`src/hdl/emfs_pkg.sv`:
```
// ---------------------------------------------------------------------------
// emfs_pkg
// Types and constants shared by the energy meter frame scaler modules.
// ---------------------------------------------------------------------------
`default_nettype none

package emfs_pkg;

	localparam int unsigned CFG_DATA_W = 32;
	localparam int unsigned CFG_IDX_W  = 3;

	localparam logic [19:0] MAX20 = 20'hFFFFF;
	localparam logic [31:0] MAX32 = 32'hFFFFFFFF;
	localparam logic [47:0] MAX48 = 48'hFFFFFFFFFFFF;

	// Register indexes of the configuration port.
	typedef enum logic [CFG_IDX_W-1:0] {
		REG_VOLTAGE_ZERO_OFFSET = 3'd0,
		REG_VOLTAGE_GAIN        = 3'd1,
		REG_VOLTAGE_FLOOR_MV    = 3'd2,
		REG_PIN_GAIN            = 3'd3,
		REG_PIN_FLOOR_UV        = 3'd4,
		REG_CURRENT_GAIN        = 3'd5,
		REG_CURRENT_FLOOR_MA    = 3'd6,
		REG_ENERGY_GAIN         = 3'd7
	} cfg_idx_t;

	typedef struct packed {
		logic [23:0] voltage_zero_offset;
		logic [31:0] voltage_gain;
		logic [19:0] voltage_floor_mv;
		logic [31:0] pin_gain;
		logic [19:0] pin_floor_uv;
		logic [31:0] current_gain;
		logic [19:0] current_floor_ma;
		logic [31:0] energy_gain;
	} cfg_t;

	// Outcome of the pulse counter update.
	typedef enum logic [1:0] {
		CNT_COUNTED = 2'd0,
		CNT_PRIMED  = 2'd1,
		CNT_WRAPPED = 2'd2,
		CNT_NONPOS  = 2'd3
	} cnt_status_t;

	// Operand pair selected for the shared multiplier.
	typedef enum logic [1:0] {
		MUL_VOLT   = 2'd0,
		MUL_PIN    = 2'd1,
		MUL_CUR    = 2'd2,
		MUL_ENERGY = 2'd3
	} mul_sel_t;

	typedef enum logic [2:0] {
		ST_IDLE,
		ST_VOLT,
		ST_PIN,
		ST_PIN_SAT,
		ST_CUR,
		ST_ENERGY,
		ST_ACC,
		ST_DONE
	} state_t;

	typedef struct packed {
		logic     load;
		logic     clear;
		logic     eval;
		logic     mul_en;
		mul_sel_t mul_sel;
		logic     mv_en;
		logic     pin_en;
		logic     ma_en;
		logic     acc_en;
		logic     out_load;
	} ctl_cmd_t;

	typedef struct packed {
		logic action;
		logic out_busy;
	} dp_sts_t;

endpackage

`default_nettype wire

```
`src/hdl/emfs_cfg.sv`:
```
// ---------------------------------------------------------------------------
// emfs_cfg
// Configuration register file, written through a plain write port.
// ---------------------------------------------------------------------------
`default_nettype none

module emfs_cfg (
	input  wire logic                              clk,
	input  wire logic                              arst_n,
	input  wire logic                              cfg_we,
	input  wire logic [emfs_pkg::CFG_IDX_W-1:0]    cfg_index,
	input  wire logic [emfs_pkg::CFG_DATA_W-1:0]   cfg_wdata,
	output emfs_pkg::cfg_t                         cfg
);

	emfs_pkg::cfg_t cfg_q;

	always_ff @(posedge clk or negedge arst_n) begin
		if (!arst_n) begin
			cfg_q <= '0;
		end else if (cfg_we) begin
			unique case (emfs_pkg::cfg_idx_t'(cfg_index))
				emfs_pkg::REG_VOLTAGE_ZERO_OFFSET: cfg_q.voltage_zero_offset <= cfg_wdata[23:0];
				emfs_pkg::REG_VOLTAGE_GAIN:        cfg_q.voltage_gain        <= cfg_wdata;
				emfs_pkg::REG_VOLTAGE_FLOOR_MV:    cfg_q.voltage_floor_mv    <= cfg_wdata[19:0];
				emfs_pkg::REG_PIN_GAIN:            cfg_q.pin_gain            <= cfg_wdata;
				emfs_pkg::REG_PIN_FLOOR_UV:        cfg_q.pin_floor_uv        <= cfg_wdata[19:0];
				emfs_pkg::REG_CURRENT_GAIN:        cfg_q.current_gain        <= cfg_wdata;
				emfs_pkg::REG_CURRENT_FLOOR_MA:    cfg_q.current_floor_ma    <= cfg_wdata[19:0];
				emfs_pkg::REG_ENERGY_GAIN:         cfg_q.energy_gain         <= cfg_wdata;
				default:                           cfg_q <= cfg_q;
			endcase
		end
	end

	assign cfg = cfg_q;

endmodule

`default_nettype wire

```
`src/hdl/emfs_ctrl.sv`:
```
// ---------------------------------------------------------------------------
// emfs_ctrl
// Sequencer that steps one frame through the shared-multiplier datapath.
// ---------------------------------------------------------------------------
`default_nettype none

module emfs_ctrl (
	input  wire logic               clk,
	input  wire logic               arst_n,
	input  wire logic               in_valid,
	output logic                    in_ready,
	input  wire emfs_pkg::dp_sts_t  sts,
	output emfs_pkg::ctl_cmd_t      cmd
);

	emfs_pkg::state_t state_q, state_d;

	always_ff @(posedge clk or negedge arst_n) begin
		if (!arst_n) begin
			state_q <= emfs_pkg::ST_IDLE;
		end else begin
			state_q <= state_d;
		end
	end

	always_comb begin
		state_d  = state_q;
		in_ready = 1'b0;
		cmd      = '0;
		unique case (state_q)
			emfs_pkg::ST_IDLE: begin
				in_ready = 1'b1;
				if (in_valid) begin
					cmd.load = 1'b1;
					state_d  = emfs_pkg::ST_VOLT;
				end
			end
			emfs_pkg::ST_VOLT: begin
				if (sts.action) begin
					cmd.clear = 1'b1;
					state_d   = emfs_pkg::ST_IDLE;
				end else begin
					cmd.eval    = 1'b1;
					cmd.mul_en  = 1'b1;
					cmd.mul_sel = emfs_pkg::MUL_VOLT;
					state_d     = emfs_pkg::ST_PIN;
				end
			end
			emfs_pkg::ST_PIN: begin
				cmd.mv_en   = 1'b1;
				cmd.mul_en  = 1'b1;
				cmd.mul_sel = emfs_pkg::MUL_PIN;
				state_d     = emfs_pkg::ST_PIN_SAT;
			end
			emfs_pkg::ST_PIN_SAT: begin
				cmd.pin_en = 1'b1;
				state_d    = emfs_pkg::ST_CUR;
			end
			emfs_pkg::ST_CUR: begin
				cmd.mul_en  = 1'b1;
				cmd.mul_sel = emfs_pkg::MUL_CUR;
				state_d     = emfs_pkg::ST_ENERGY;
			end
			emfs_pkg::ST_ENERGY: begin
				cmd.ma_en   = 1'b1;
				cmd.mul_en  = 1'b1;
				cmd.mul_sel = emfs_pkg::MUL_ENERGY;
				state_d     = emfs_pkg::ST_ACC;
			end
			emfs_pkg::ST_ACC: begin
				cmd.acc_en = 1'b1;
				state_d    = emfs_pkg::ST_DONE;
			end
			emfs_pkg::ST_DONE: begin
				if (!sts.out_busy) begin
					cmd.out_load = 1'b1;
					state_d      = emfs_pkg::ST_IDLE;
				end
			end
			default: begin
				state_d = emfs_pkg::ST_IDLE;
			end
		endcase
	end

endmodule

`default_nettype wire

```
`src/hdl/emfs_dp.sv`:
```
// ---------------------------------------------------------------------------
// emfs_dp
// Datapath: word capture, pulse counter logic, shared 32x32 multiplier,
// saturation and floors, energy accumulator and output register.
// ---------------------------------------------------------------------------
`default_nettype none

module emfs_dp (
	input  wire logic                clk,
	input  wire logic                arst_n,
	input  wire emfs_pkg::cfg_t      cfg,
	input  wire emfs_pkg::ctl_cmd_t  cmd,
	output emfs_pkg::dp_sts_t        sts,
	input  wire logic                action,
	input  wire logic [23:0]         voltage_raw,
	input  wire logic [23:0]         current_raw,
	input  wire logic signed [31:0]  pulse_count_a,
	input  wire logic signed [31:0]  pulse_count_b,
	output logic                     out_valid,
	input  wire logic                out_ready,
	output logic [19:0]              voltage_mv,
	output logic [19:0]              current_ma,
	output logic [47:0]              energy_total,
	output logic [1:0]               counter_status
);

	// Captured word.
	logic        action_q;
	logic [23:0] vraw_q;
	logic [23:0] iraw_q;
	logic [31:0] ca_q;
	logic [31:0] cb_q;

	// Counter state.
	logic        primed_q;
	logic [31:0] last_a_q;
	logic [31:0] last_b_q;
	logic [47:0] acc_q;
	logic [31:0] sum_q;
	emfs_pkg::cnt_status_t status_q;

	// Multiplier and intermediate results.
	logic [31:0] mul_a;
	logic [31:0] mul_b;
	logic [63:0] prod_d;
	logic [63:0] prod_q;
	logic [31:0] pin_q;
	logic [19:0] mv_q;
	logic [19:0] ma_q;

	// Output register.
	logic        out_valid_q;
	logic [19:0] out_mv_q;
	logic [19:0] out_ma_q;
	logic [47:0] out_energy_q;
	logic [1:0]  out_status_q;

	logic [23:0] corr;
	logic [31:0] da;
	logic [31:0] db;
	logic [31:0] dsum;
	logic        cross_a;
	logic        cross_b;
	logic [35:0] mv_raw;
	logic [35:0] pin_raw;
	logic [31:0] pin_sat;
	logic [43:0] ma_raw;
	logic [48:0] acc_sum;

	function automatic logic crossed(input logic [31:0] cur, input logic [31:0] prev);
		logic [31:0] d;
		logic        d_pos;
		d     = cur - prev;
		d_pos = !d[31] && (d != 32'd0);
		return (!prev[31] && cur[31] && d[31]) || (prev[31] && !cur[31] && d_pos);
	endfunction

	assign corr    = (vraw_q > cfg.voltage_zero_offset) ?
		(vraw_q - cfg.voltage_zero_offset) : 24'd0;
	assign da      = ca_q - last_a_q;
	assign db      = cb_q - last_b_q;
	assign dsum    = da + db;
	assign cross_a = crossed(ca_q, last_a_q);
	assign cross_b = crossed(cb_q, last_b_q);

	always_comb begin
		case (cmd.mul_sel)
			emfs_pkg::MUL_VOLT: begin
				mul_a = {8'd0, corr};
				mul_b = cfg.voltage_gain;
			end
			emfs_pkg::MUL_PIN: begin
				mul_a = {8'd0, iraw_q};
				mul_b = cfg.pin_gain;
			end
			emfs_pkg::MUL_CUR: begin
				mul_a = pin_q;
				mul_b = cfg.current_gain;
			end
			default: begin
				mul_a = sum_q;
				mul_b = cfg.energy_gain;
			end
		endcase
	end

	assign prod_d = mul_a * mul_b;

	// Scaled values from the registered product.
	assign mv_raw  = prod_q[55:20];
	assign pin_raw = prod_q[55:20];
	assign ma_raw  = prod_q[63:20];
	assign pin_sat = (pin_raw[35:32] != 4'd0) ? emfs_pkg::MAX32 : pin_raw[31:0];
	assign acc_sum = {1'b0, acc_q} + {1'b0, prod_q[63:16]};

	always_ff @(posedge clk) begin
		if (cmd.load) begin
			action_q <= action;
			vraw_q   <= voltage_raw;
			iraw_q   <= current_raw;
			ca_q     <= unsigned'(pulse_count_a);
			cb_q     <= unsigned'(pulse_count_b);
		end
		if (cmd.mul_en) begin
			prod_q <= prod_d;
		end
		if (cmd.mv_en) begin
			if (mv_raw < {16'd0, cfg.voltage_floor_mv}) begin
				mv_q <= 20'd0;
			end else if (mv_raw[35:20] != 16'd0) begin
				mv_q <= emfs_pkg::MAX20;
			end else begin
				mv_q <= mv_raw[19:0];
			end
		end
		if (cmd.pin_en) begin
			pin_q <= (pin_sat < {12'd0, cfg.pin_floor_uv}) ? 32'd0 : pin_sat;
		end
		if (cmd.ma_en) begin
			if (ma_raw < {24'd0, cfg.current_floor_ma}) begin
				ma_q <= 20'd0;
			end else if (ma_raw[43:20] != 24'd0) begin
				ma_q <= emfs_pkg::MAX20;
			end else begin
				ma_q <= ma_raw[19:0];
			end
		end
		if (cmd.eval) begin
			sum_q <= dsum;
			if (!primed_q) begin
				status_q <= emfs_pkg::CNT_PRIMED;
			end else if (cross_a || cross_b) begin
				status_q <= emfs_pkg::CNT_WRAPPED;
			end else if (dsum == 32'd0 || dsum[31]) begin
				status_q <= emfs_pkg::CNT_NONPOS;
			end else begin
				status_q <= emfs_pkg::CNT_COUNTED;
			end
		end
		if (cmd.out_load) begin
			out_mv_q     <= mv_q;
			out_ma_q     <= ma_q;
			out_energy_q <= acc_q;
			out_status_q <= status_q;
		end
	end

	always_ff @(posedge clk or negedge arst_n) begin
		if (!arst_n) begin
			primed_q    <= 1'b0;
			last_a_q    <= '0;
			last_b_q    <= '0;
			acc_q       <= '0;
			out_valid_q <= 1'b0;
		end else begin
			if (cmd.clear) begin
				primed_q <= 1'b0;
				last_a_q <= '0;
				last_b_q <= '0;
				acc_q    <= '0;
			end else if (cmd.eval) begin
				primed_q <= 1'b1;
				last_a_q <= ca_q;
				last_b_q <= cb_q;
			end
			if (cmd.acc_en && status_q == emfs_pkg::CNT_COUNTED) begin
				acc_q <= acc_sum[48] ? emfs_pkg::MAX48 : acc_sum[47:0];
			end
			if (cmd.out_load) begin
				out_valid_q <= 1'b1;
			end else if (out_ready) begin
				out_valid_q <= 1'b0;
			end
		end
	end

	assign sts.action   = action_q;
	assign sts.out_busy = out_valid_q && !out_ready;

	assign out_valid      = out_valid_q;
	assign voltage_mv     = out_mv_q;
	assign current_ma     = out_ma_q;
	assign energy_total   = out_energy_q;
	assign counter_status = out_status_q;

endmodule

`default_nettype wire

```
`src/hdl/energy_meter_frame_scaler_unit.sv`:
```
// A frame word walks four products through the one shared 32x32 multiplier, and the input
// is not free again until its result is loaded, which waits while the output register is
// busy; a clear word gives no result and frees the input once the counts are cleared.
// A finished result waits in the output register while the next word is taken in.
// Reset (arst_n low, asynchronous) clears the configuration, the controller, both stored
// counts, the energy total and the output valid flag, and leaves the counters unprimed.
// ---------------------------------------------------------------------------
// energy_meter_frame_scaler_unit
// Scales raw RMS voltage and current of a metering frame to millivolts and
// milliamps, and folds pulse counter deltas into a saturating energy total.
// ---------------------------------------------------------------------------
`default_nettype none

module energy_meter_frame_scaler_unit (
	input  wire logic                            clk,
	input  wire logic                            arst_n,
	// Configuration write port.
	input  wire logic                            cfg_we,
	input  wire logic [emfs_pkg::CFG_IDX_W-1:0]  cfg_index,
	input  wire logic [emfs_pkg::CFG_DATA_W-1:0] cfg_wdata,
	// Input word.
	input  wire logic                            in_valid,
	output logic                                 in_ready,
	input  wire logic                            action,
	input  wire logic [23:0]                     voltage_raw,
	input  wire logic [23:0]                     current_raw,
	input  wire logic signed [31:0]              pulse_count_a,
	input  wire logic signed [31:0]              pulse_count_b,
	// Result word.
	output logic                                 out_valid,
	input  wire logic                            out_ready,
	output logic [19:0]                          voltage_mv,
	output logic [19:0]                          current_ma,
	output logic [47:0]                          energy_total,
	output logic [1:0]                           counter_status
);

	// The controller issues one command per cycle. The datapath captures the
	// word on load; for a clear word the next step zeroes the total and the
	// stored counts and returns to idle. For a frame word the multiplier forms,
	// in turn, the voltage product, the pin product, the current product from
	// the floored pin value, and the energy increment. The counter decision is
	// made alongside the voltage product, and the increment is added only for
	// a counted frame. The result word is loaded once the output register is
	// free, so a waiting result that is not taken blocks the next word.

	emfs_pkg::cfg_t     cfg;
	emfs_pkg::ctl_cmd_t cmd;
	emfs_pkg::dp_sts_t  sts;

	emfs_cfg u_cfg (
		.clk       (clk),
		.arst_n    (arst_n),
		.cfg_we    (cfg_we),
		.cfg_index (cfg_index),
		.cfg_wdata (cfg_wdata),
		.cfg       (cfg)
	);

	emfs_ctrl u_ctrl (
		.clk      (clk),
		.arst_n   (arst_n),
		.in_valid (in_valid),
		.in_ready (in_ready),
		.sts      (sts),
		.cmd      (cmd)
	);

	emfs_dp u_dp (
		.clk            (clk),
		.arst_n         (arst_n),
		.cfg            (cfg),
		.cmd            (cmd),
		.sts            (sts),
		.action         (action),
		.voltage_raw    (voltage_raw),
		.current_raw    (current_raw),
		.pulse_count_a  (pulse_count_a),
		.pulse_count_b  (pulse_count_b),
		.out_valid      (out_valid),
		.out_ready      (out_ready),
		.voltage_mv     (voltage_mv),
		.current_ma     (current_ma),
		.energy_total   (energy_total),
		.counter_status (counter_status)
	);

endmodule

`default_nettype wire

```
`config.mk`:
```
export PLATFORM = sky130hd
export DESIGN_NAME = energy_meter_frame_scaler_unit
export DESIGN_NICKNAME = d
export VERILOG_FILES = /design/src/hdl/emfs_pkg.sv /design/src/hdl/emfs_cfg.sv /design/src/hdl/emfs_ctrl.sv /design/src/hdl/emfs_dp.sv /design/src/hdl/energy_meter_frame_scaler_unit.sv
export SDC_FILE = /design/constraint.sdc
export NUM_CORES = 2
export LEC_CHECK = 0
export BUFFER_PORTS_ARGS = -buffer_cell sky130_fd_sc_hd__buf_2
export CORE_AREA = 2 2 468 377
export CTS_BUF_LIST = sky130_fd_sc_hd__clkbuf_16
export DETAILED_ROUTE_END_ITERATION = 7
export DIE_AREA = 0 0 470 379
export HOLD_SLACK_MARGIN = 0.03
export SYNTH_ARGS = -nofsm -noshare
export SYNTH_HDL_FRONTEND = slang
export SYNTH_SLANG_ARGS = --single-unit
```
`constraint.sdc`:
```
create_clock -name clk -period 14.5 [get_ports clk]
set_clock_uncertainty 0.2 [all_clocks]
set_input_delay 2.9 -clock clk [delete_from_list [all_inputs] [get_ports clk]]
set_output_delay 2.9 -clock clk [all_outputs]
set_load 0.005 [all_outputs]
```
Word level (Yosys, flattened, before mapping) --
Cells that the tools add are included.
Word-level totals: register bits after elaboration 702, output and inout bits 92
Cells by class: $add $sub $neg 5, multipliers 1, order comparisons 4, equal/unequal tests 18, muxes and demuxes 36, reductions and logical operators 45
Operators with widths (count):
- $pmux W32 S3 | 2
- $mux W32 | 5
- $mux W48 | 3
- $mul A32 B32 Y64 | 1
- $reduce_bool A32 Y1 | 2
- $sub A32 B32 Y32 | 2
- $add A48 B48 Y49 | 1
- $lt A44 B20 Y1 | 1
- $mux W20 | 2
- $lt A36 B20 Y1 | 1
- $add A32 B32 Y32 | 1
- $logic_not A32 Y1 | 1
- $lt A32 B20 Y1 | 1
- $eq A3 B3 Y1 const B | 8
- $gt A24 B24 Y1 | 1
- $mux W24 | 1
- $pmux W3 S8 | 1
- $reduce_bool A24 Y1 | 1
- $sub A24 B24 Y24 | 1
- $reduce_and A2 Y1 | 9
- $reduce_bool A16 Y1 | 1
- $mux W1 | 14
- $eq A3 B2 Y1 const B | 4
- $logic_and A1 B1 Y1 | 12
- 14 further kinds | 33

Depth between registers and ports, before layout --
word-level depth 7, mapped depth 45, gate-level depth less buffers 42

Hierarchy --
From an unflattened synthesis, not the netlist that was laid out.
Second synthesis, totals: cells, all modules 7021, area, all modules 69070.0 µm²
By module, submodules not included:
- emfs_dp | times used 1, cells an instance 6536, area an instance 60899.7 µm², sequential area each 13573.0 µm²
- emfs_cfg | times used 1, cells an instance 457, area an instance 7953.9 µm², sequential area each 5305.1 µm²
- emfs_ctrl | times used 1, cells an instance 28, area an instance 216.5 µm², sequential area each 75.1 µm²

Worst setup path before layout --
Ideal clock, no wire load.
kind register to register, start point register u_dp.vraw_q[0], end point register u_dp.prod_q[62], data pin, library setup time 0.258 ns, arrival 9.856 ns, setup slack 4.186 ns, cell stages (with the launch flop) 41, period minus slack after synthesis 10.314 ns, cells stage by stage edfxtp_1 inv_1 ha_1 fa_1 nand2b_1 a21oi_1 nor4_1 nor3_1 a211oi_1 nor2_1 and2_1 clkbuf_1 clkbuf_1 a311o_1 nor2_1 clkbuf_1 nor2_1 fa_1 (+5 left out) fa_1 fa_1 fa_1 fa_1 ha_1 clkbuf_1 a21oi_1 o21ai_0 a221o_1 a31oi_1 a21o_1 a31o_2 a21oi_1 a21oi_1 o21ai_1 a31o_2 a21oi_1 xnor2_1
On the way: word-level cells in the longest chain between the ends 4, elaborated cells on any way between the ends 5
RTL lines:
- start, declared | line emfs_dp.sv:29 | logic [23:0] vraw_q;
- start signal, assigned | line emfs_dp.sv:119 | vraw_q <= voltage_raw;
- $sub A24 B24 Y24 / $gt A24 B24 Y1 (equally long branches) | line emfs_dp.sv:79, emfs_dp.sv:78
- $mux W24 * | line emfs_dp.sv:78 | assign corr = (vraw_q > cfg.voltage_zero_offset) ?
- $pmux W32 S3 * | line emfs_dp.sv:87 | case (cmd.mul_sel)
- $mul A32 B32 Y64 * | line emfs_dp.sv:107 | assign prod_d = mul_a * mul_b;
- via u_dp.prod_d[62] | line emfs_dp.sv:45 | logic [63:0] prod_d;
- end signal, assigned | line emfs_dp.sv:125 | prod_q <= prod_d;
- end, declared | line emfs_dp.sv:46 | logic [63:0] prod_q;
Mark *: on every way through the listed nets, which the timed path passes. The rest lies on a longest branch. A chain may end at the register's enable or synchronous reset.

Final worst setup path --
start point register u_dp.vraw_q[0], end point register u_dp.prod_q[30], data pin
The elaborated chain is that of the path after synthesis.

==> flow_summary.yaml <==
placed_design:
  dpl.hpwl_um: 185500
  dp_slack_ns: 1.723
  port_buffers: 244
  place_inst: 9532
  gp_congestion: 0.9941
die:
  die_area_um2: 178100
  fp-row-count: 137
  initial_core_util_pct: 39.79
  fp.dieH_um: 379
  fp.dieW_um: 470
  coreArea_um2: 173500
  io_pins: 245
worst_setup_path:
  slowest_delay_ns: 1.14
  reg2reg_setup_slack_ns: 1.21
  worst_setup_path_end_kind: "register"
  cp.buffers_inverters: 7
  startpoint_type: "register"
  r2r_cells: 38
  cp_num_cells: 38
  cp_max_fo: 17
  crit_type: "reg2reg"
  crit_slowest_cell: "a211oi_1"
  reg2reg_to: "u_dp.prod_q[30]"
  crit_required_ns: 14.75
  crit_family: "compound AO/OA/AOI/OAI gates"
  r2r_start: "u_dp.vraw_q[0]"
  arrival_ns: 13.54
  cp_common_cell: "fa_1"
worst_hold_path:
  hold_start: "u_dp.ma_q[15]"
  min_path_cells: 0
  hold_class: "reg2reg"
  whs_endpoint: "u_dp.current_ma[15]"
clocking:
  ctsResizeCount: 0
  clk_latency_ns: 0.71
  clockBufferDepth: 3
  cts_tree: "built"
  clkSinkCount: 686
  cts_hold_buf: 0
  numCtsBuffers: 76
  post_cts.repair.setup_buffers: 0
  cts.htree.levels: 3
  cts.reportedPaths.clkPinSlew_ns: 0.06
  ctsRootBufferMaster: "clkbuf_16"
global_route:
  antenna_found_initial: 15
  overflow: 0
  grt_pass1_vias: 53340
  grtUsageMet2_pct: 37.62
  grt_busiest_layer: "met1"
  met1_usage_pct: 38.07
  grt_pass1_wl_um: 354400
  met3_usage_pct: 9.009
  grt_util_all_layers_pct: 26.85
  grt_max_degree: 98
logic_synthesis:
  synth-edff-count: 357
  ys_warn_count: 0
  syn_inst: 7239
  ys_async_sr_fraction_pct: 47.96
  yosys.cell_types.count: 89
  ys_seq_elements: 686
  avgSynthCellArea_um2: 9.536
  synth_ff_type: "edfxtp_1"
  ys_seq_area_share_pct: 27.46
  syn-cell-area_um2: 69030
  syn-num-nets: 8778
routing:
  dr_total_vias: 53770
  routedWlPerCell_um: 24.83
  drt_iter0_drc: 5710
  drt-vias-per-instance: 5.557
  drt_pre_antenna_iters: 6
  drt-total-wl_um: 240300
  drc: 0
  detail-route-antenna-nets: 0
sta:
  relSlewSlack_pct: -2.581
  worst_slew_pin_slew_ns: 1.539
  setup_slack_ns: 1.208
  post-route-min-period_ns: 13.29
  rsz0062_at_grt: "false"
  fmax_mhz: 75.23
  hold_viol: 0
  fin_crit_sh_pct: 91.67
  finalMaxSlewViolations: 18
  setup_viol: 0
  setup_tns_ns: 0
run_status:
  failed_checks: "max-capacitance violations, max-slew violations"
  status: "complete, but fails checks"
flow_run:
  drv_cap: 1
cells_and_area:
  nets: 8856
  fillCellCount: 16750
  layout-drive-gt1-share_pct: 10.04
  instances_no_fill: 9677
  mostFrequentLayoutCell: "inv_1"
  syn_to_final_growth_pct: 9.148
  mostFrequentLayoutCells: "1,150 x inv_1, 900 x fa_1, 824 x nand2_1"
[worst reg2reg max path: cells and delay by family, from the launching register on]
kind / cells / cell delay, ns
AO/OA/AOI/OAI: 9 / 4.73
buffers and inverters: 7 / 0.79
AND/OR/NAND/NOR: 10 / 2.50
XOR/XNOR: 1 / 0.24
adder cells (fa/ha/maj): 11 / 4.24
flip-flops: 1 / 0.36
[area by class of cell]
cell class | instances | area, um^2 | area share (%)
Tap cell | 2293 | 2869 | 3.808
Antenna cell | 4 | 10.01 | 0.01329
Multi-Input combinational cell | 5067 | 44770 | 59.42
Timing Repair Buffer | 352 | 2042 | 2.710
Sequential cell | 686 | 18960 | 25.16
Clock inverter | 64 | 511.7 | 0.6792
Clock buffer | 77 | 1927 | 2.557
Inverter | 1134 | 4257 | 5.649
[per-stage QoR]
step / hold slack, ns / area, um^2 / util (%)
2_1_floorplan: 0.2003 / 69030 / -
3_3_place_gp: 0.2036 / 72900 / 42.02
3_5_place_dp: 0.2045 / 72900 / 42.02
4_1_cts: 0.2195 / 75330 / 43.43
5_1_grt: 0.2218 / 75330 / 43.43
6_report: 0.2166 / 75340 / 43.43
[how the worst max path moves through the flow]
stage          slack, ns               to            from
2_1_floorplan       4.19  u_dp.prod_q[62]  u_dp.vraw_q[0]
3_3_place_gp        1.91  u_dp.prod_q[62]  u_dp.vraw_q[0]
3_5_place_dp        1.72  u_dp.prod_q[62]  u_dp.vraw_q[0]
4_1_cts             1.68  u_dp.prod_q[62]  u_dp.vraw_q[0]
5_1_grt             0.98  u_dp.prod_q[62]  u_dp.vraw_q[0]
6_report            1.21  u_dp.prod_q[30]  u_dp.vraw_q[0]
[kinds of logic (layout without fill, tap and decap cells)]
logic type,count (synthesis),count (layout),synth area share [%]
multiplexers,202,202,3.273
flip-flops,686,686,27.46
AND/OR/NAND/NOR,2074,2074,12.83
buffers and inverters,1486,1627,8.100
other,0,4,0
AO/OA/AOI/OAI,1219,1219,11.07
adder cells (fa/ha/maj),1386,1386,34.91
XOR/XNOR,186,186,2.360
[cell usage after synthesis, drive strengths merged (7+ instances only)]
library cell  number  area [um^2]
xor2              69        604.3
o31a               7        61.31
fa               900        18020
nor3              51        255.2
mux2             190         2140
o21a             116        870.8
nor4              21        131.4
o31ai             19        147.6
dfrtp            329         8233
nand3             60        300.3
clkbuf           321         1206
o211ai            22        165.2
or2               14        87.58
nand2            824         3093
inv             1134         4257
o22ai             40        250.2
nand2b            76        475.5
buf               31        128.9
o21bai            39        292.8
mux2i             12        120.1
a21boi            12        90.09
nand4             47        294.0
a21o             158         1186
or4               11        86.33
a31oi             32        221.5
and2              25        156.4
xnor2            117         1025
a221oi             8        82.58
o22a               8        70.07
or3               22        137.6
ha               486         6081
nand3b            13        97.59
o21ai            412         2066
a211oi            38        295.3
and3              46        287.8
nor3b              9        67.56
nor2             808         3035
edfxtp           357        10720
a21oi            238         1191
nor2b             27        168.9
[per-layer routing]
metal / share of wire [%] / vias up
met3: 12 / 499
met2: 40 / 2737
met1: 43 / 26920
met4: 4.8 / 10
met5: 0.029 / -
li1: - / 23610
[state kept, by name, summed over array words and instances, names as in the netlist, 32 cells and up]
signal,count
u_dp.prod_q,48
u_dp.acc_q,48
u_dp.last_a_q,32
u_dp.energy_total,48
u_dp.last_b_q,32
u_dp.ca_q,32
u_cfg.cfg,212
u_dp.cb_q,32
u_dp.pin_q,32
u_dp.sum_q,32
Power is not shown: default switching activity piles up to over one toggle a cycle in this logic, so the estimate is an artifact.
